[config.mk]
export PLATFORM = sky130hd
export DESIGN_NAME = tsi_mul
export DESIGN_NICKNAME = d
export VERILOG_FILES = /design/src/hdl/tsi_pkg.sv /design/src/hdl/tsi_mul.sv
export SDC_FILE = /design/constraint.sdc
export NUM_CORES = 2
export LEC_CHECK = 0
export BUFFER_PORTS_ARGS = -buffer_cell sky130_fd_sc_hd__buf_2
export CAP_MARGIN = 5
export CORE_MARGIN = 5
export CORE_UTILIZATION = 50
export DETAILED_ROUTE_END_ITERATION = 16
export PLACE_DENSITY = 0.67
export SLEW_MARGIN = 15
export SYNTH_ARGS = -nofsm -noshare
export SYNTH_HDL_FRONTEND = slang
export SYNTH_SLANG_ARGS = --single-unit
[constraint.sdc]
create_clock -name clk_i -period 6.29 [get_ports clk_i]
set_input_delay 0.9435 -clock clk_i [delete_from_list [all_inputs] [get_ports clk_i]]
set_output_delay 0.9435 -clock clk_i [all_outputs]
set_load 0.02 [all_outputs]
[src/hdl/tsi_pkg.sv]
// Shared types and constants for the timed sample interpolator.
// Holds the segment and wrap codes, the control struct passed between
// pipeline modules, and the configuration register indexes. No dependencies.
`timescale 1ns / 1ps

package tsi_pkg;

  // Which part of the sample history produced a result.
  typedef enum logic [1:0] {
    SEG_HOLD    = 2'd0,
    SEG_OLD_MID = 2'd1,
    SEG_MID_NEW = 2'd2
  } seg_e;

  // Direction taken around the value range in cyclic mode.
  typedef enum logic [1:0] {
    WRAP_NONE = 2'd0,
    WRAP_UP   = 2'd1,
    WRAP_DOWN = 2'd2
  } wrap_e;

  // Per-item control that travels alongside the data through the pipeline.
  typedef struct packed {
    logic  hold;  // query at or before the oldest time
    seg_e  seg;   // segment reported with the result
    wrap_e wrap;  // cyclic correction to apply at the end
    logic  neg;   // sign of the scaled difference
  } ctl_t;

  // Integer bits of the interpolation fraction (saturates at 32767).
  localparam int unsigned FRAC_INT_BITS = 15;

  // Configuration register indexes.
  localparam logic [1:0] REG_MIN_VALUE   = 2'd0;
  localparam logic [1:0] REG_MAX_VALUE   = 2'd1;
  localparam logic [1:0] REG_CYCLIC_MODE = 2'd2;

endpackage

[src/hdl/tsi_mul.sv]
// Scales the value difference by the fraction: two partial products in the
// first stage, their sum truncated to whole fraction bits in the second.
// Depends on tsi_pkg.
`timescale 1ns / 1ps

module tsi_mul #(
  parameter int unsigned VALUE_WIDTH   = 32,
  parameter int unsigned FRACTION_BITS = 16
) (
  input  logic                                            clk_i,
  input  logic                                            rst_ni,
  input  logic                                            en_i,
  input  logic                                            vld_i,
  input  tsi_pkg::ctl_t                                   ctl_i,
  input  logic signed [VALUE_WIDTH-1:0]                   a_i,
  input  logic [VALUE_WIDTH-1:0]                          xmag_i,
  input  logic [tsi_pkg::FRAC_INT_BITS+FRACTION_BITS-1:0] quo_i,
  output logic                                            vld_o,
  output tsi_pkg::ctl_t                                   ctl_o,
  output logic signed [VALUE_WIDTH-1:0]                   a_o,
  output logic [VALUE_WIDTH+tsi_pkg::FRAC_INT_BITS-1:0]   pm_o
);

  localparam int unsigned W  = VALUE_WIDTH;
  localparam int unsigned F  = FRACTION_BITS;
  localparam int unsigned K  = tsi_pkg::FRAC_INT_BITS + F;
  localparam int unsigned XL = W / 2;
  localparam int unsigned XH = W - XL;

  // Stage 1: split the difference magnitude into two halves.
  logic [XL+K-1:0] pp_lo_c, pp_lo_q;
  logic [XH+K-1:0] pp_hi_c, pp_hi_q;
  assign pp_lo_c = {{K{1'b0}}, xmag_i[XL-1:0]} * {{XL{1'b0}}, quo_i};
  assign pp_hi_c = {{K{1'b0}}, xmag_i[W-1:XL]} * {{XH{1'b0}}, quo_i};

  logic                m1_vld_q;
  tsi_pkg::ctl_t       m1_ctl_q;
  logic signed [W-1:0] m1_a_q;

  // Stage 2: combine and drop the fraction bits (truncation toward zero).
  logic [W+K-1:0] full_c;
  assign full_c = {pp_hi_q, {XL{1'b0}}} + (W+K)'(pp_lo_q);

  logic m2_vld_q;
  always_ff @(posedge clk_i or negedge rst_ni) begin
    if (!rst_ni) begin
      m1_vld_q <= 1'b0;
      m2_vld_q <= 1'b0;
    end else if (en_i) begin
      m1_vld_q <= vld_i;
      m2_vld_q <= m1_vld_q;
    end
  end

  always_ff @(posedge clk_i) begin
    if (en_i) begin
      pp_lo_q  <= pp_lo_c;
      pp_hi_q  <= pp_hi_c;
      m1_ctl_q <= ctl_i;
      m1_a_q   <= a_i;
      ctl_o    <= m1_ctl_q;
      a_o      <= m1_a_q;
      pm_o     <= full_c[W+K-1:F];
    end
  end

  assign vld_o = m2_vld_q;

endmodule

# [Word-level counts from Yosys, hierarchy flattened]
# Index checks and enable logic that the tools add are counted.
[totals] ff_bits=219 input_bits=105
[classes] n_addsub=1 mul=2
[op_table] operator="16-bit by 31-bit multiplier with 47-bit output" n=2
[op_table] operator="63-bit by 47-bit adder with 63-bit output" n=1

# [Logic depth before layout (Yosys ltp)]
[logic_depth] depth_word=1 ltp_mapped=24

# [Worst setup path before layout]
# No wires, ideal clock.
[synth_path] path_kind="input to register" startpoint="input xmag_i[17]" endpoint="register pp_hi_q[44] (data pin)" arrival_time_ns=6.562 t_required_ns=6.029 path_slack_ns=-0.533 stages=22 path_buffers=2 path_cell_list="clkbuf_1 > nand2_1 > fa_1 > fa_1 > fa_1 > inv_1 > fa_1 > fa_1 > inv_1 > fa_1 > inv_1 > ha_1 > buf_6 > a21o_1 > o21bai_2 > a221oi_1 > nor2_1 > a2111oi_2 > o31ai_2 > a41oi_2 > nor4b_1 > a311o_1"
[synth_between] elab_chain_len=1
[synth_rtl] item="start: declaration" line="tsi_mul.sv:16" source="input logic [VALUE_WIDTH-1:0] xmag_i,"
[synth_rtl] item="16-bit by 31-bit multiplier with 47-bit output" line="tsi_mul.sv:34" source="assign pp_hi_c = {{K{1'b0}}, xmag_i[W-1:XL]} * {{XH{1'b0}}, quo_i};"
[synth_rtl] item="named net pp_hi_c[44]" line="tsi_mul.sv:32" source="logic [XH+K-1:0] pp_hi_c, pp_hi_q;"
[synth_rtl] item="end signal: assignment" line="tsi_mul.sv:58" source="pp_hi_q <= pp_hi_c;"
[synth_rtl] item="end: declaration" line="tsi_mul.sv:32"
# The timed path passes the listed nets, and every way through them passes these cells.
# A chain may end at the register's enable or synchronous reset.

# [Final worst setup path]
[layout_path] startpoint="input quo_i[14] in the netlist's numbering" endpoint="register pp_hi_q[40] (data pin)"
[layout_between] elab_chain_len=1
[layout_rtl] item="start: declaration" line="tsi_mul.sv:17" source="input logic [tsi_pkg::FRAC_INT_BITS+FRACTION_BITS-1:0] quo_i,"
[layout_rtl] item="16-bit by 31-bit multiplier with 47-bit output" line="tsi_mul.sv:34"
[layout_rtl] item="named net pp_hi_c[40]" line="tsi_mul.sv:32"
# The timed path passes the listed nets, and every way through them passes these cells.

==> summary.txt <==
Global routing
  – First-pass GRT wire length: 168000 µm
  – Initial antenna violation count: 3
  – Largest net degree at the start of global routing: 108
  – GRT overflow: 0
  – Vias in the first global route: 31800
  – GRT Overall Usage: 0.247

Drt
  – Top Layer Used: met5
  – Via density: 5.24
  – DRT antenna net count: 0
  – Post-Route WL: between 100000 and 150000 µm
  – DRT met1 WL: slightly above 40000 µm
  – Met3 wire len: between 4000 and 5000 µm
  – 1st-pass router iterations: 7
  – Drc violations: 0
  – Via count: 29700
  – Met2 WL post-DR: ~53000 µm
  – Drt wl/cell: ~18 µm
  – DRT iter0 DRCs: about 1700

Logic synthesis
  – Register area share after synthesis: 0.155
  – Dominant synthesized flop cell: edfxtp_1
  – Post-synthesis async set-or-reset flop share: 0.00985
  – Post-synth EDFFs: between 200 and 250
  – Ys Warns: 0
  – Cells after Synth: between 4000 and 5000
  – Netlist cell types: 77
  – Synth top area cells: fa_1 41%, edfxtp_1 15%, ha_1 8.5%
  – Top cell type's share of synthesized area: 0.412
  – Yosys top cell by area: fa_1
  – Synth Net Count: roughly 5300
  – #FFs+latches synth: between 200 and 250
  – Synth Cell Area: ~39000 µm²
  – Mean Syn Cell Area: around 9.6 µm²

Die
  – Die X: about 290 µm
  – Num rows: roughly 100
  – # IOs: about 190
  – Core area: a little under 80000 µm²
  – Initial core utilization: 0.505
  – DIE AREA: around 84000 µm²
  – Die Y: roughly 290 µm

Worst setup path
  – R2R Setup Slk: 2540 ps
  – Crit-path max FO: 14
  – R2R Path End: pm_o[46]
  – Data arrival, critical path: between 6000 and 7000 ps
  – Bufs and invs on worst path: 8
  – Worst path max stage delay: ~550 ps
  – Critical path type: in2reg
  – Cell at the slowest stage of the critical path: fa_1
  – Crit. End Element: register
  – Kind of cell adding the most delay to the critical path: adder cells
  – R2R depth: 12
  – Reg-to-Reg Start: pp_lo_q[16]
  – Crit path required time: approximately 6600 ps
  – Crit path launch type: input port

STA
  – RSZ-0062 raised after global routing: yes
  – Slew of the pin with the lowest slew margin: ~840 ps
  – Fraction of the cycle the final worst path needs: 1.01
  – Max Freq: 157 MHz
  – Final setup violating endpoints: 5
  – Fin. Hold Viols: 0
  – Final min period: about 6400 ps
  – Post-route setup slack: -69.6 ps
  – Clock Skew: a little under 30 ps
  – Slew headroom: 0.439
  – Fin. max-slew vios: 0

Cells and area
  – Final #Nets: 5790
  – Synthesis-to-layout area growth: 21.2%
  – Most frequent cells in the layout: 855 x inv_1, 767 x fa_1, 642 x nand2_1
  – Commonest non-fill, non-tap cell in the layout: inv_1
  – Share of layout cells above drive strength 1: 0.207
  – Non-Filler Instances: 5672

Clock tree
  – CTS root buf: clkbuf_16
  – Worst-path clk slew: about 70 ps
  – H-tree levels: 1
  – Num CTS Buffers: 25
  – CTS sink cnt: approximately 200
  – CTS tree: built
  – Hold Buf Count CTS: 0
  – Worst-Skew Late Latency: roughly 560 ps
  – CTS max path bufs: 3

Placed design
  – DP HPWL: about 85000 µm
  – Buffers added on ports: 190
  – Placed cell count: ~5600
  – GP Congestion: slightly above 0.9

Run status
  – Failing checks: negative setup slack
  – Status: complete, but fails checks

Run
  – Max-cap violation count: 0

Worst hold path
  – Worst min path class: in2async
[registers in the layout, summed over array words and instances, names as in the netlist, 6 cells and up]
register  flops
m1_ctl_q      6
pp_lo_q      31
ctl_o         6
a_o          32
m1_a_q       32
pp_hi_q      47
pm_o         47
[cells in the mapped netlist, types with 3 or more instances]
| cell type | instances |
|---|---|
| a2111oi_0 | 3 |
| a211o_1 | 7 |
| a211oi_1 | 9 |
| a21boi_0 | 4 |
| a21o_1 | 54 |
| a21oi_1 | 106 |
| a221oi_1 | 7 |
| a31oi_1 | 10 |
| a41oi_1 | 6 |
| and2_1 | 413 |
| and3_1 | 16 |
| and4_1 | 7 |
| buf_6 | 4 |
| clkbuf_1 | 207 |
| edfxtp_1 | 201 |
| fa_1 | 808 |
| ha_1 | 266 |
| inv_1 | 870 |
| nand2_1 | 651 |
| nand2b_1 | 14 |
| nand3_1 | 35 |
| nand3b_1 | 4 |
| nand4_1 | 19 |
| nor2_1 | 74 |
| nor2b_1 | 15 |
| nor3_1 | 26 |
| nor3b_1 | 12 |
| nor4b_1 | 5 |
| o211a_1 | 4 |
| o211ai_1 | 9 |
| o21a_1 | 14 |
| o21ai_0 | 44 |
| o21ai_1 | 5 |
| o21bai_1 | 10 |
| o311ai_0 | 8 |
| o31ai_1 | 5 |
| or4b_1 | 3 |
| xnor2_1 | 72 |
| xor2_1 | 25 |
[metrics by stage]
| step | hold WS (ps) | setup slack [ps] | setup TNS (ps) | util | area (µm²) |
|---|---|---|---|---|---|
| final | 162 | -69.6 | -165 | 0.613 | 47600 |
| after global routing | 140 | -283 | -3270 | 0.612 | 47600 |
| after CTS | 126 | -98.3 | -295 | 0.594 | 46200 |
| after detailed placement | 405 | -973 | -36480 | 0.576 | 44800 |
| after global placement | 400 | -935 | -34270 | 0.576 | 44800 |
| after floorplan | 400 | -359 | -629 | - | 39700 |
[logic make-up (layout without fill, tap and decap cells)]
family                     Yosys count  count (layout)  synth area share
other                                0               3                 0
buffers and inverters             1083            1609             0.104
muxes                                4               4           0.00108
xor gates and xnor gates            97              97            0.0216
AOI/OAI and AO/OA                  338             338            0.0594
adders and majority gates         1074            1074             0.497
and+or+nand+nor                   1304            1304             0.162
DFF                                203             203             0.155
[layer usage]
| layer | GRT usage | vias to the layer above |
|---|---|---|
| li1 | - | 13400 |
| met1 | 0.314 | 15200 |
| met2 | 0.440 | 845 |
| met3 | 0.0245 | 235 |
| met4 | 0.0900 | 2 |
| met5 | 0 | - |
[how the worst max path moves through the flow]
| stage | from | to | slack [ps] | cells after the start |
|---|---|---|---|---|
| CTS | quo_i[4] | pp_hi_q[41] | -100 | 25 |
| global placement | quo_i[10] | pp_hi_q[44] | -940 | 21 |
| finish | quo_i[14] | pp_hi_q[40] | -70 | 25 |
| detailed placement | quo_i[10] | pp_lo_q[38] | -970 | 24 |
| floorplan | xmag_i[31] | pp_hi_q[44] | -360 | 21 |
| global route | quo_i[6] | pp_hi_q[40] | -280 | 24 |
[final cells by class]
cell class / count / area (µm²)
fillers: 6472 / 30100
multi-input cells: 2817 / 30200
well taps: 1040 / 1300
clock buffers: 28 / 637
inverters: 870 / 3270
diodes: 3 / 7.51
repair buffers: 694 / 5960
clock inverters: 17 / 123
flip-flops and latches: 203 / 6090
[what timing repair did]
item | in CTS | in global routing
pin swaps | 57 | 136
setup endpoints to repair | 38 | 38
gates resized for setup | 154 | 235
gates cloned | 0 | 6
buffers inserted | 20 | 40
Power is left out: the tool's default activity adds up to more than one toggle a clock period on the data nets, which glitch-free logic cannot reach.
