File: src/hdl/tsi_pkg.sv
// Shared types and constants for the timed sample interpolator.
// Holds the segment and wrap codes, the control struct passed between
// pipeline modules, and the configuration register indexes. No dependencies.
`timescale 1ns / 1ps

package tsi_pkg;

  // Which part of the sample history produced a result.
  typedef enum logic [1:0] {
    SEG_HOLD    = 2'd0,
    SEG_OLD_MID = 2'd1,
    SEG_MID_NEW = 2'd2
  } seg_e;

  // Direction taken around the value range in cyclic mode.
  typedef enum logic [1:0] {
    WRAP_NONE = 2'd0,
    WRAP_UP   = 2'd1,
    WRAP_DOWN = 2'd2
  } wrap_e;

  // Per-item control that travels alongside the data through the pipeline.
  typedef struct packed {
    logic  hold;  // query at or before the oldest time
    seg_e  seg;   // segment reported with the result
    wrap_e wrap;  // cyclic correction to apply at the end
    logic  neg;   // sign of the scaled difference
  } ctl_t;

  // Integer bits of the interpolation fraction (saturates at 32767).
  localparam int unsigned FRAC_INT_BITS = 15;

  // Configuration register indexes.
  localparam logic [1:0] REG_MIN_VALUE   = 2'd0;
  localparam logic [1:0] REG_MAX_VALUE   = 2'd1;
  localparam logic [1:0] REG_CYCLIC_MODE = 2'd2;

endpackage

File: src/hdl/tsi_front.sv
// Front end of the interpolator: segment selection, length clamp and
// cyclic direction choice over three register stages.
// Depends on tsi_pkg.
`timescale 1ns / 1ps

module tsi_front #(
  parameter int unsigned VALUE_WIDTH   = 32,
  parameter int unsigned FRACTION_BITS = 16
) (
  input  logic                          clk_i,
  input  logic                          rst_ni,
  input  logic                          en_i,
  input  logic                          vld_i,
  input  logic signed [VALUE_WIDTH-1:0] oldest_value_i,
  input  logic signed [VALUE_WIDTH-1:0] oldest_time_i,
  input  logic signed [VALUE_WIDTH-1:0] middle_value_i,
  input  logic signed [VALUE_WIDTH-1:0] middle_time_i,
  input  logic signed [VALUE_WIDTH-1:0] newest_value_i,
  input  logic signed [VALUE_WIDTH-1:0] newest_time_i,
  input  logic signed [VALUE_WIDTH-1:0] query_time_i,
  input  logic                          cyclic_mode_i,
  input  logic signed [VALUE_WIDTH:0]   range_i,
  output logic                          vld_o,
  output tsi_pkg::ctl_t                 ctl_o,
  output logic signed [VALUE_WIDTH-1:0] a_o,
  output logic [VALUE_WIDTH-1:0]        xmag_o,
  output logic [VALUE_WIDTH-1:0]        un_o,
  output logic [FRACTION_BITS:0]        ud_o
);

  localparam int unsigned W  = VALUE_WIDTH;
  localparam int unsigned F  = FRACTION_BITS;
  localparam int unsigned CW = ((VALUE_WIDTH > FRACTION_BITS) ? VALUE_WIDTH : FRACTION_BITS) + 1;

  localparam logic [F:0] FIX_ONE  = {1'b1, {F{1'b0}}};
  localparam logic [F:0] LEN_HALF = {2'b01, {(F-1){1'b0}}};
  localparam logic [F:0] LEN_MIN  = (F+1)'(((1 << F) + 30) / 60);

  // Sign-extended copies of the input fields.
  logic signed [W:0] q_x, t2_x, t1_x, t0_x, v2_x, v1_x, v0_x;
  assign q_x  = {query_time_i[W-1], query_time_i};
  assign t2_x = {oldest_time_i[W-1], oldest_time_i};
  assign t1_x = {middle_time_i[W-1], middle_time_i};
  assign t0_x = {newest_time_i[W-1], newest_time_i};
  assign v2_x = {oldest_value_i[W-1], oldest_value_i};
  assign v1_x = {middle_value_i[W-1], middle_value_i};
  assign v0_x = {newest_value_i[W-1], newest_value_i};

  // Stage 1: compare the query against both sample times and pick a segment.
  logic                 hold_c, first_c;
  logic signed [W:0]    num_c, dlen_c, dval_c;
  logic signed [W-1:0]  a_c;
  tsi_pkg::seg_e        seg_c;

  assign hold_c = query_time_i <= oldest_time_i;
  assign first_c = query_time_i <= middle_time_i;

  always_comb begin
    if (first_c) begin
      num_c  = q_x - t2_x;
      dlen_c = t1_x - t2_x;
      dval_c = v1_x - v2_x;
    end else begin
      num_c  = q_x - t1_x;
      dlen_c = t0_x - t1_x;
      dval_c = v0_x - v1_x;
    end
    a_c = (hold_c || first_c) ? oldest_value_i : middle_value_i;
    if (hold_c) begin
      seg_c = tsi_pkg::SEG_HOLD;
    end else if (first_c) begin
      seg_c = tsi_pkg::SEG_OLD_MID;
    end else begin
      seg_c = tsi_pkg::SEG_MID_NEW;
    end
  end

  logic                s1_vld_q;
  logic                s1_hold_q;
  tsi_pkg::seg_e       s1_seg_q;
  logic signed [W-1:0] s1_a_q;
  logic signed [W:0]   s1_xd_q;
  logic [W-1:0]        s1_un_q;
  logic signed [W:0]   s1_d_q;

  // Stage 2: clamp the segment length and form both wrapped differences.
  logic [W:0]          dmag_c;
  logic [CW-1:0]       dm_x;
  logic [F:0]          ud_c;
  logic signed [W+1:0] xd_w, r_w, xu_c, xn_c;

  assign dmag_c = s1_d_q[W] ? -s1_d_q : s1_d_q;
  assign dm_x   = CW'(dmag_c);

  always_comb begin
    if (dm_x < CW'(LEN_MIN)) begin
      ud_c = LEN_MIN;
    end else if (dm_x > CW'(LEN_HALF)) begin
      ud_c = FIX_ONE;
    end else begin
      ud_c = dm_x[F:0];
    end
  end

  assign xd_w = {s1_xd_q[W], s1_xd_q};
  assign r_w  = {range_i[W], range_i};
  assign xu_c = xd_w + r_w;
  assign xn_c = xd_w - r_w;

  logic                s2_vld_q;
  logic                s2_hold_q;
  tsi_pkg::seg_e       s2_seg_q;
  logic signed [W-1:0] s2_a_q;
  logic signed [W:0]   s2_xd_q;
  logic signed [W+1:0] s2_xu_q, s2_xn_q;
  logic [W-1:0]        s2_un_q;
  logic [F:0]          s2_ud_q;
  logic                s2_lneg_q;

  // Stage 3: take the shortest way around the range in cyclic mode.
  logic [W+1:0]   md_c, mu_c, mn_c;
  logic [W+1:0]   xmag_c;
  logic           xneg_c;
  tsi_pkg::ctl_t  ctl_c;

  assign md_c = (W+2)'(s2_xd_q[W] ? -s2_xd_q : s2_xd_q);
  assign mu_c = s2_xu_q[W+1] ? -s2_xu_q : s2_xu_q;
  assign mn_c = s2_xn_q[W+1] ? -s2_xn_q : s2_xn_q;

  always_comb begin
    ctl_c.hold = s2_hold_q;
    ctl_c.seg  = s2_seg_q;
    if (cyclic_mode_i && (mu_c < md_c)) begin
      ctl_c.wrap = tsi_pkg::WRAP_UP;
      xmag_c     = mu_c;
      xneg_c     = s2_xu_q[W+1];
    end else if (cyclic_mode_i && (mn_c < md_c)) begin
      ctl_c.wrap = tsi_pkg::WRAP_DOWN;
      xmag_c     = mn_c;
      xneg_c     = s2_xn_q[W+1];
    end else begin
      ctl_c.wrap = tsi_pkg::WRAP_NONE;
      xmag_c     = md_c;
      xneg_c     = s2_xd_q[W];
    end
    ctl_c.neg = xneg_c ^ s2_lneg_q;
  end

  // Valid bits for the three stages.
  logic s3_vld_q;
  always_ff @(posedge clk_i or negedge rst_ni) begin
    if (!rst_ni) begin
      s1_vld_q <= 1'b0;
      s2_vld_q <= 1'b0;
      s3_vld_q <= 1'b0;
    end else if (en_i) begin
      s1_vld_q <= vld_i;
      s2_vld_q <= s1_vld_q;
      s3_vld_q <= s2_vld_q;
    end
  end

  // Stage payload registers.
  always_ff @(posedge clk_i) begin
    if (en_i) begin
      s1_hold_q <= hold_c;
      s1_seg_q  <= seg_c;
      s1_a_q    <= a_c;
      s1_xd_q   <= dval_c;
      s1_un_q   <= num_c[W-1:0];
      s1_d_q    <= dlen_c;

      s2_hold_q <= s1_hold_q;
      s2_seg_q  <= s1_seg_q;
      s2_a_q    <= s1_a_q;
      s2_xd_q   <= s1_xd_q;
      s2_xu_q   <= xu_c;
      s2_xn_q   <= xn_c;
      s2_un_q   <= s1_un_q;
      s2_ud_q   <= ud_c;
      s2_lneg_q <= s1_d_q[W];

      ctl_o  <= ctl_c;
      a_o    <= s2_a_q;
      xmag_o <= xmag_c[W-1:0];
      un_o   <= s2_un_q;
      ud_o   <= s2_ud_q;
    end
  end

  assign vld_o = s3_vld_q;

endmodule

File: config.mk
export PLATFORM = sky130hd
export DESIGN_NAME = tsi_front
export DESIGN_NICKNAME = d
export VERILOG_FILES = /design/src/hdl/tsi_pkg.sv /design/src/hdl/tsi_front.sv
export SDC_FILE = /design/constraint.sdc
export NUM_CORES = 1
export LEC_CHECK = 0
export ABC_AREA = 1
export BUFFER_PORTS_ARGS = -buffer_cell sky130_fd_sc_hd__buf_2
export CAP_MARGIN = 10
export CORE_UTILIZATION = 50
export CTS_CLUSTER_SIZE = 12
export DETAILED_ROUTE_END_ITERATION = 10
export PLACE_DENSITY = 0.7
export SETUP_SLACK_MARGIN = 0.1
export SYNTH_ARGS = -nofsm -noshare
export SYNTH_HDL_FRONTEND = slang
export SYNTH_SLANG_ARGS = --single-unit
File: constraint.sdc
create_clock -name clk_i -period 4.3 [get_ports clk_i]
set_input_delay 1.075 -clock clk_i [delete_from_list [all_inputs] [get_ports clk_i]]
set_output_delay 1.075 -clock clk_i [all_outputs]
set_load 0.03 [all_outputs]
Word level (Yosys, flattened, before mapping)
Index checks and enable logic that the tools add are counted.
{ "word_totals": {"wordCells": 65, "reg_bits": 441, "ramBits": 0, "output_inout_bits": 120, "memories": 0, "in_bits": 262, "romBits": 0, "latchBits": 0} }
{ "op_classes": {"shift": 0, "n_reduce_logical": 4, "multipliers": 0, "bitwise_logic": 1, "n_mux": 15, "n_div": 0, "n_eq_ne": 0, "addsub": 12, "order_cmp": 6} }
{ "ops": {"columns": ["operator", "count"], "rows": [
  ["subtractor 32 x 32 -> 33 bit", 4],
  ["2-to-1 mux 32 bit", 4],
  ["2-to-1 mux 34 bit", 3],
  ["2-to-1 mux 33 bit", 3],
  ["< comparator 34 bit", 2],
  ["negation 34 bit", 2],
  ["<= comparator 32 bit", 2],
  ["subtractor 32 bit", 2],
  ["adder 33 x 33 -> 34 bit", 1],
  ["negation 33 -> 34 bit", 1],
  ["subtractor 33 x 33 -> 34 bit", 1],
  ["> comparator 33 x 16 -> 1 bit (second input constant)", 1],
  ["< comparator 33 x 11 -> 1 bit (second input constant)", 1],
  ["negation 33 bit", 1],
  ["2-to-1 mux 17 bit", 1],
  ["2-to-1 mux 2 bit", 2],
  ["logical AND 1 bit", 2],
  ["2-to-1 mux 1 bit", 2],
  ["OR reduction 2 bit", 1],
  ["logical OR 1 bit", 1],
  ["bitwise XOR 1 bit", 1]
]} }

Depth between registers and ports, before layout
Gate-level depths: netlist of run 1.
{ "depth": {"word_depth": 7, "depth_mapped": 32} }

Worst setup path after synthesis of run 1
No wires, ideal clock.
{ "synth_path": {"path_type": "reg2reg", "startpoint": "reg s2_xu_q[0]", "endpoint": "reg xmag_o[26] (data pin)", "path_stages_with_launch": 27, "n_path_buf": 1, "setup_time_ps": 269, "t_required_ps": 4031, "synth_period_minus_slack_ps": 3721, "arrival_ps": 3452, "path_slack_ps": 579, "path_cell_list": "edfxtp_1 > inv_1 > ha_1 > inv_1 > nor3_2 > nand2_1 > nor2_1 > nand4_1 > nor2_1 > nand2_1 > nor2_1 > nand4_1 > nor2_1 > a31oi_1 > xor2_1 > ha_1 > nand2_1 > inv_1 > a311oi_1 > o21ai_0 > a21oi_1 > nand2_4 > inv_4 > nor2_8 > buf_4 > nand2_1 > o211ai_1"} }
{ "synth_via": {"elab_chain_len": 5} }
{ "synth_rtl": {"columns": ["item", "line", "source"], "rows": [
  ["start: declaration", "tsi_front.sv:115", "logic signed [W+1:0] s2_xu_q, s2_xn_q;"],
  ["start signal: assignment", "tsi_front.sv:177", "s2_xu_q <= xu_c;"],
  ["negation 34 bit", "tsi_front.sv:127", "assign mu_c = s2_xu_q[W+1] ? -s2_xu_q : s2_xu_q;"],
  ["2-to-1 mux 34 bit (*)", "tsi_front.sv:127", null],
  ["< comparator 34 bit", "tsi_front.sv:133", "if (cyclic_mode_i && (mu_c < md_c)) begin"],
  ["logical AND 1 bit", "tsi_front.sv:133", null],
  ["2-to-1 mux 32 bit (*)", "tsi_front.sv:133", null],
  ["via xmag_c[26]", "tsi_front.sv:122", "logic [W+1:0] xmag_c;"],
  ["end signal: assignment", "tsi_front.sv:185", "xmag_o <= xmag_c[W-1:0];"],
  ["end: declaration", "tsi_front.sv:26", "output logic [VALUE_WIDTH-1:0] xmag_o,"]
]} }
Mark *: on every way through the listed nets, which the timed path passes. The rest lies on a longest branch.
A chain may end at the register's enable or synchronous reset.

Final worst setup path of run 1
{ "layout_path": {"startpoint": "reg s2_xu_q[0]", "endpoint": "reg xmag_o[9] (data pin)"} }
Same word-level chain as after synthesis.

==> results of run 1 <==
==> cell usage in the layout (no fill, tap or decap), types with 19 or more instances in the layout <==
cell type,synthesis,layout
nand2_2,33,35
buf_2,26,380
a21oi_1,339,337
ha_1,324,323
nor2_1,382,376
o21ai_0,251,246
o21a_1,24,24
a21boi_0,20,20
o211ai_1,21,21
xnor2_1,100,100
nand4_1,49,49
nor4_1,21,21
o21ai_2,40,41
inv_1,635,631
o21ai_1,47,51
edfxtp_1,437,437
buf_12,0,19
nor3_1,68,65
nand2_1,766,762
nand3_1,109,105
buf_4,6,85
clkbuf_16,0,52
a31oi_1,39,39
xor2_1,231,229
==> flip-flops by register name, summed over array words and instances (netlist names), 2 cells and up <==
| register | count |
|---|---|
| s2_xu_q | 34 |
| s1_d_q | 33 |
| s1_xd_q | 33 |
| s2_xd_q | 33 |
| s2_xn_q | 33 |
| a_o | 32 |
| s1_a_q | 32 |
| s1_un_q | 32 |
| s2_a_q | 32 |
| s2_un_q | 32 |
| un_o | 32 |
| xmag_o | 32 |
| s2_ud_q | 17 |
| ud_o | 17 |
| ctl_o | 6 |
| s1_seg_q | 2 |
| s2_seg_q | 2 |
==> worst register-to-register path: cells and delay by family (launching register included) <==
family                     cells  cell delay, ps
xor gates and xnor gates       1             270
and+or+nand+nor               15            1390
buffers and inverters          5             580
DFF                            1             400
adders and majority gates      2             450
AOI/OAI and AO/OA              5             610
==> layout make-up <==
type	instances	area, sq um	area share, %
multi-input cells	3019	18620	46.48
flip-flops and latches	440	13200	32.94
repair buffers	487	2962	7.392
inverters	637	2396	5.981
clock buffers	63	1393	3.476
well taps	873	1092	2.726
clock inverters	34	357.8	0.8932
diodes	18	45.04	0.1124
==> power breakdown <==
part	internal (mW)	switching [mW]
Clock	2.67	1.85
Sequential	5.81	0.510
Combinational	2.64	4.64
==> logic make-up (layout without fill, tap and decap cells) <==
logic type / after synthesis / in the layout / share of synthesized area [%]
fa+ha+maj: 332 / 332 / 12.26
buf+inv: 707 / 1221 / 8.066
mux: 1 / 1 / 0.03276
other cells: 1 / 20 / 0.01091
compound gates: 883 / 883 / 14.92
simple gates: 1468 / 1470 / 17.88
flops: 440 / 440 / 38.40
xor+xnor: 331 / 331 / 8.434
==> worst paths after layout <==
path	end	slack, ps	cells after the start
hold reg to reg	a_o[30]$_DFFE_PP_	410	0
min in group clk_i	a_o[30]$_DFFE_PP_	410	0
setup / recovery	xmag_o[9]$_DFFE_PP_	330	28
hold / removal	vld_o$_DFFE_PN0P_	240	1
setup reg to reg	xmag_o[9]$_DFFE_PP_	330	28
max in group asynchronous	s1_vld_q$_DFFE_PN0P_	3950	1
==> what timing repair did <==
| item | 4_1_cts | 5_1_grt |
|---|---|---|
| cloned | 0 | 2 |
| gates resized for setup | 8 | 45 |
| pin swaps | 4 | 8 |
| endpoints found under the setup margin | 33 | 35 |
| setup buffers | 1 | 5 |
==> routing by layer <==
metal | routed length (um) | part of all wire (%) | track usage [%] | vias to the layer above
li1 | - | - | - | 15050
met1 | 40940 | 37 | 32.37 | 13960
met2 | 56130 | 51 | 57.23 | 827
met3 | 6024 | 5.5 | 6.124 | 314
met4 | 6343 | 5.8 | 16.34 | 38
met5 | 251 | 0.23 | 0 | -
==> metrics by stage <==
stage	worst slack [ps]	std cells
detailed placement	-43.03	5448
CTS	122.4	5546
global placement	-0.4547	5448
floorplan	579.0	4164
finish	330.1	5571
global route	-14.42	5560
==> flow_summary.toml, run 1 <==
[floorplan]
fp.dieH_um = 264.2
start_util_pct = 50.82
core_sq_um = 67630
die_w_um = 264.2
io_pins = 382
die_area_sq_um = 69800
row_count = 95

[synthesis]
netlist_top_cells_area = "edfxtp_1 38%, ha_1 12%, nand2_1 8.4%"
synth_common_cells = "766 x nand2_1, 635 x inv_1, 437 x edfxtp_1"
async_reset_ff_share_pct = 0.6818
ys.warnings.count = 0
synth-main-ff-cell = "edfxtp_1"
synth.distinct_cells = 66
syn_inst = 4163
synth_area_per_cell_sq_um = 8.257
synth_area_sq_um = 34370
synth_enable_flop_cells = 437
yosysTopAreaCellShare_pct = 38.18
synth_top_cell_by_area = "edfxtp_1"
ys_seq_elements = 440
yosysMostFrequentCell = "nand2_1"
ys_seq_area_share_pct = 38.40

[clock_tree]
cts.sinks = 440
root_buffer = "clkbuf_16"
clk_latency_ps = 620
clockBufferDepth = 3
htreeDepth = 2
cts_made_buffers = 52
ctsHoldBuffers = 0
cts_tree = "yes"
clk_pin_slew_ps = 60

[place]
io_buffers = 381
gp_congestion = 1.002
dp_hpwl_um = 91820
dpl_cell_area_sq_um = 38000

[pwr]
power_mw = 18.13
ir_drop_uv = 295.3
powerDensity_nw_per_um2 = 452.6
leakage_nw = 18.81

[sta]
maxSlewViolCount = 0
fin_tns_setup_ps = 0
period_share_pct = 92.32
grt_setup_unrepaired = "yes"
clock.fmax_mhz = 251.9
fin_crit_ps = 3970
hold_viol_final = 0
fin_skew_ps = 18.35
relSlewSlack_pct = 50.49
hold-worst-slack_ps = 235.5
max_slew.worst_pin.slew_ps = 723.9
setup_viol = 0

[critical_path]
crit_path_frequent_cell = "nand2_1"
critPathMaxFanout = 8
critPathTopFamily = "simple AND/OR/NAND/NOR gates"
critical_path_class = "reg -> reg"
r2r_start = "s2_xu_q[0]$_DFFE_PP_"
max_stage_delay_ps = 400
arrival_ps = 4340
critPathBufInv = 5
crit_slowest_cell = "edfxtp_1"
crit_path_end_kind = "flop"
critPathLaunch = "s2_xu_q[0]$_DFFE_PP_"
worst_setup_path_start_kind = "flop"
required_ps = 4670

[cells_and_area]
fill_cells = 6284
drive_above_1_share_pct = 15.32
fin_util_pct = 59.24
syn2layout_area_growth_pct = 16.55
final_area_sq_um = 40060
fin_nets = 5231

[detailed_routing]
drtAntennaViolNets = 0
drtIter0Drc = 1843
dr.pass1.iters = 6
routedWlPerCell_um = 19.69
vias_per_cell = 5.419
finalWirelength_um = 109700
drc = 0
vias = 30190

[global_route]
antenna_found_initial = 39
gr-usage-all-layers_pct = 30.73
grt_pass1_wl_um = 163900
overflow = 0
grt_max_degree = 81
grt_pass1_vias = 30200

[run]
cap_viol_max_count = 0

[run_status]
run_status = "finished clean"

[hold_path]
min_path_type = "in -> async"
Note: power is estimated with default switching activity, not from simulation.
==> run 2: changes to the inputs <==
--- a/config.mk
+++ b/config.mk
@@ -11,6 +11,7 @@
 export CORE_UTILIZATION = 50
 export CTS_CLUSTER_SIZE = 12
 export DETAILED_ROUTE_END_ITERATION = 10
+export HOLD_SLACK_MARGIN = 0.03
 export PLACE_DENSITY = 0.7
 export SETUP_SLACK_MARGIN = 0.1
 export SYNTH_ARGS = -nofsm -noshare
==> constraint.sdc (replaced) <==
create_clock -name clk_i -period 4.3 [get_ports clk_i]
set_input_delay 0.43 -clock clk_i [delete_from_list [all_inputs] [get_ports clk_i]]
set_output_delay 0.43 -clock clk_i [all_outputs]
set_load 0.03 [all_outputs]
==> run 2 against run 1 <==
  * Clock-buffer cell count fell by 1
  * Setup slack got worse by 230 ps
  * Cell count fell by 0.57%
  * Sequential cell count did not move
  * Critical path type unchanged
==> flow_summary.toml, run 2 (synthesized netlist as in run 1, its figures left out) <==
[sta]
relSlewSlack_pct = 36.03
maxSlewViolCount = 0
fin_skew_ps = 23.60
setup_viol = 0
hold_viol_final = 0
grt_setup_unrepaired = "yes"
max_slew.worst_pin.slew_ps = 959.5
layout_setup_ws_ps = 100.4
period_share_pct = 97.66
fin_tns_setup_ps = 0
clock.fmax_mhz = 238.1
fin_crit_ps = 4200

[pwr]
powerDensity_nw_per_um2 = 448.6
ir_drop_uv = 320.7
leakage_nw = 18.59
power_mw = 17.85

[clock_tree]
clk_pin_slew_ps = 60
htreeDepth = 2
clk_latency_ps = 610
cts.sinks = 440
clockBufferDepth = 3
cts_made_buffers = 51
root_buffer = "clkbuf_16"
cts_tree = "yes"

[floorplan]
start_util_pct = 50.82
io_pins = 382
die_w_um = 264.2
die_area_sq_um = 69800
row_count = 95
fp.dieH_um = 264.2
core_sq_um = 67630

[cells_and_area]
layout_commonest_cell = "nand2_1"
final_area_sq_um = 39800
syn2layout_area_growth_pct = 15.78
final_cell_mix = "747 x nand2_1, 631 x inv_1, 437 x edfxtp_1"
regMostFlops = "s2_xu_q"
drive_above_1_share_pct = 15.05
fill_cells = 6143
fin_util_pct = 58.84
fin_nets = 5200
largest_register_ffs = 34

[detailed_routing]
vias_per_cell = 5.408
finalWirelength_um = 107400
drc = 0
routedWlPerCell_um = 19.40
drtAntennaViolNets = 0
drtIter0Drc = 2195
vias = 29960
dr.pass1.iters = 6

[critical_path]
required_ps = 4650
critPathTopFamily = "simple AND/OR/NAND/NOR gates"
worst_setup_path_start_kind = "flop"
critPathBufInv = 7
critPathMaxFanout = 8
arrival_ps = 4550
max_stage_delay_ps = 410
crit_path_end_kind = "flop"
critical_path_class = "reg -> reg"
crit_slowest_cell = "edfxtp_1"

[global_route]
gr-usage-all-layers_pct = 30.06
grt_pass1_wl_um = 160900
grt_pass1_vias = 29710
overflow = 0
grt_max_degree = 109
antenna_found_initial = 51

[place]
gp_congestion = 0.9862
dpl_cell_area_sq_um = 37650
dp_slack_ps = -112.6
io_buffers = 381
dp_hpwl_um = 89450

[hold_path]
min_path_type = "in -> reg"

[run_status]
run_status = "finished clean"

[run]
cap_viol_max_count = 0
==> run 2: power by group <==
| group | internal [mW] | leakage [nW] | switching, mW | total [mW] |
|---|---|---|---|---|
| sequential | 5.81 | 4.33 | 0.489 | 6.30 |
| combinational | 2.58 | 13.5 | 4.70 | 7.29 |
| clock | 2.47 | 0.782 | 1.80 | 4.27 |
| total | 10.9 | 18.6 | 6.99 | 17.9 |
==> run 2: final cells by class <==
type	instances	area [sq um]	area share, %
tap	873	1092	2.745
timing repair buffer	459	2700	6.784
sequential	440	13200	33.16
inverter	637	2396	6.020
antenna	22	55.05	0.1383
clock inverter	29	304.0	0.7640
multi-input combinational	3017	18710	47.02
clock buffer	62	1339	3.364
==> run 2: final timing paths <==
path / from / slack (ps) / endpoint / cells after the start
worst max-delay path: s2_xu_q[0]$_DFFE_PP_ / 100 / xmag_o[26]$_DFFE_PP_ / 27
worst max register to register: s2_xu_q[0]$_DFFE_PP_ / 100 / xmag_o[26]$_DFFE_PP_ / 27
worst min-delay path: oldest_value_i[16] / 100 / s1_a_q[16]$_DFFE_PP_ / 3
worst min register to register: s2_a_q[27]$_DFFE_PP_ / 400 / a_o[27]$_DFFE_PP_ / 0
max in group asynchronous: rst_ni / 4030 / vld_o$_DFFE_PN0P_ / 2
min in group asynchronous: rst_ni / 140 / s2_vld_q$_DFFE_PN0P_ / 2
==> run 2: worst register-to-register path, cell delays in order (launching register included) <==
cell and delay, ps:
edfxtp_1 410, inv_2 110, ha_4 130, inv_2 40
nor3_4 250, nand2_2 120, nor2_4 130, nand4_1 180
nor2_1 160, nand2_1 90, nor2_2 160, nand4_1 180
nor2_2 200, a31oi_1 120, xor2_1 170, ha_1 270
nand2_1 60, inv_2 70, buf_6 100, nand3_4 50
nor3_2 200, nand2_2 90, nand2_4 130, inv_6 60
buf_6 130, buf_8 140, nand2_2 80, o211ai_1 90
==> run 2: metrics by stage <==
step                cells  hold WS, ps
floorplan            4164        134.4
global placement     5413        233.1
detailed placement   5413        237.3
CTS                  5511        84.08
global route         5526        89.94
finish               5539        104.0
==> run 2: what timing repair did <==
| action | CTS | global route |
|---|---|---|
| gates cloned | 0 | 1 |
| endpoints found under the hold margin | 4 | 0 |
| buffers inserted | 5 | 5 |
| endpoints found under the setup margin | 33 | 35 |
| gates resized for setup | 7 | 83 |
| pin swaps | 3 | 21 |
| hold buffers | 2 | 0 |
==> run 2: per-layer routing <==
| metal | part of all wire [%] | wire [um] | vias up | global-route usage [%] |
|---|---|---|---|---|
| li1 | - | - | 15010 | - |
| met5 | 0.26 | 275 | - | 0 |
| met4 | 4.7 | 5079 | 44 | 13.73 |
| met3 | 7.0 | 7568 | 273 | 6.553 |
| met2 | 51 | 54480 | 964 | 55.60 |
| met1 | 37 | 40050 | 13670 | 32.49 |
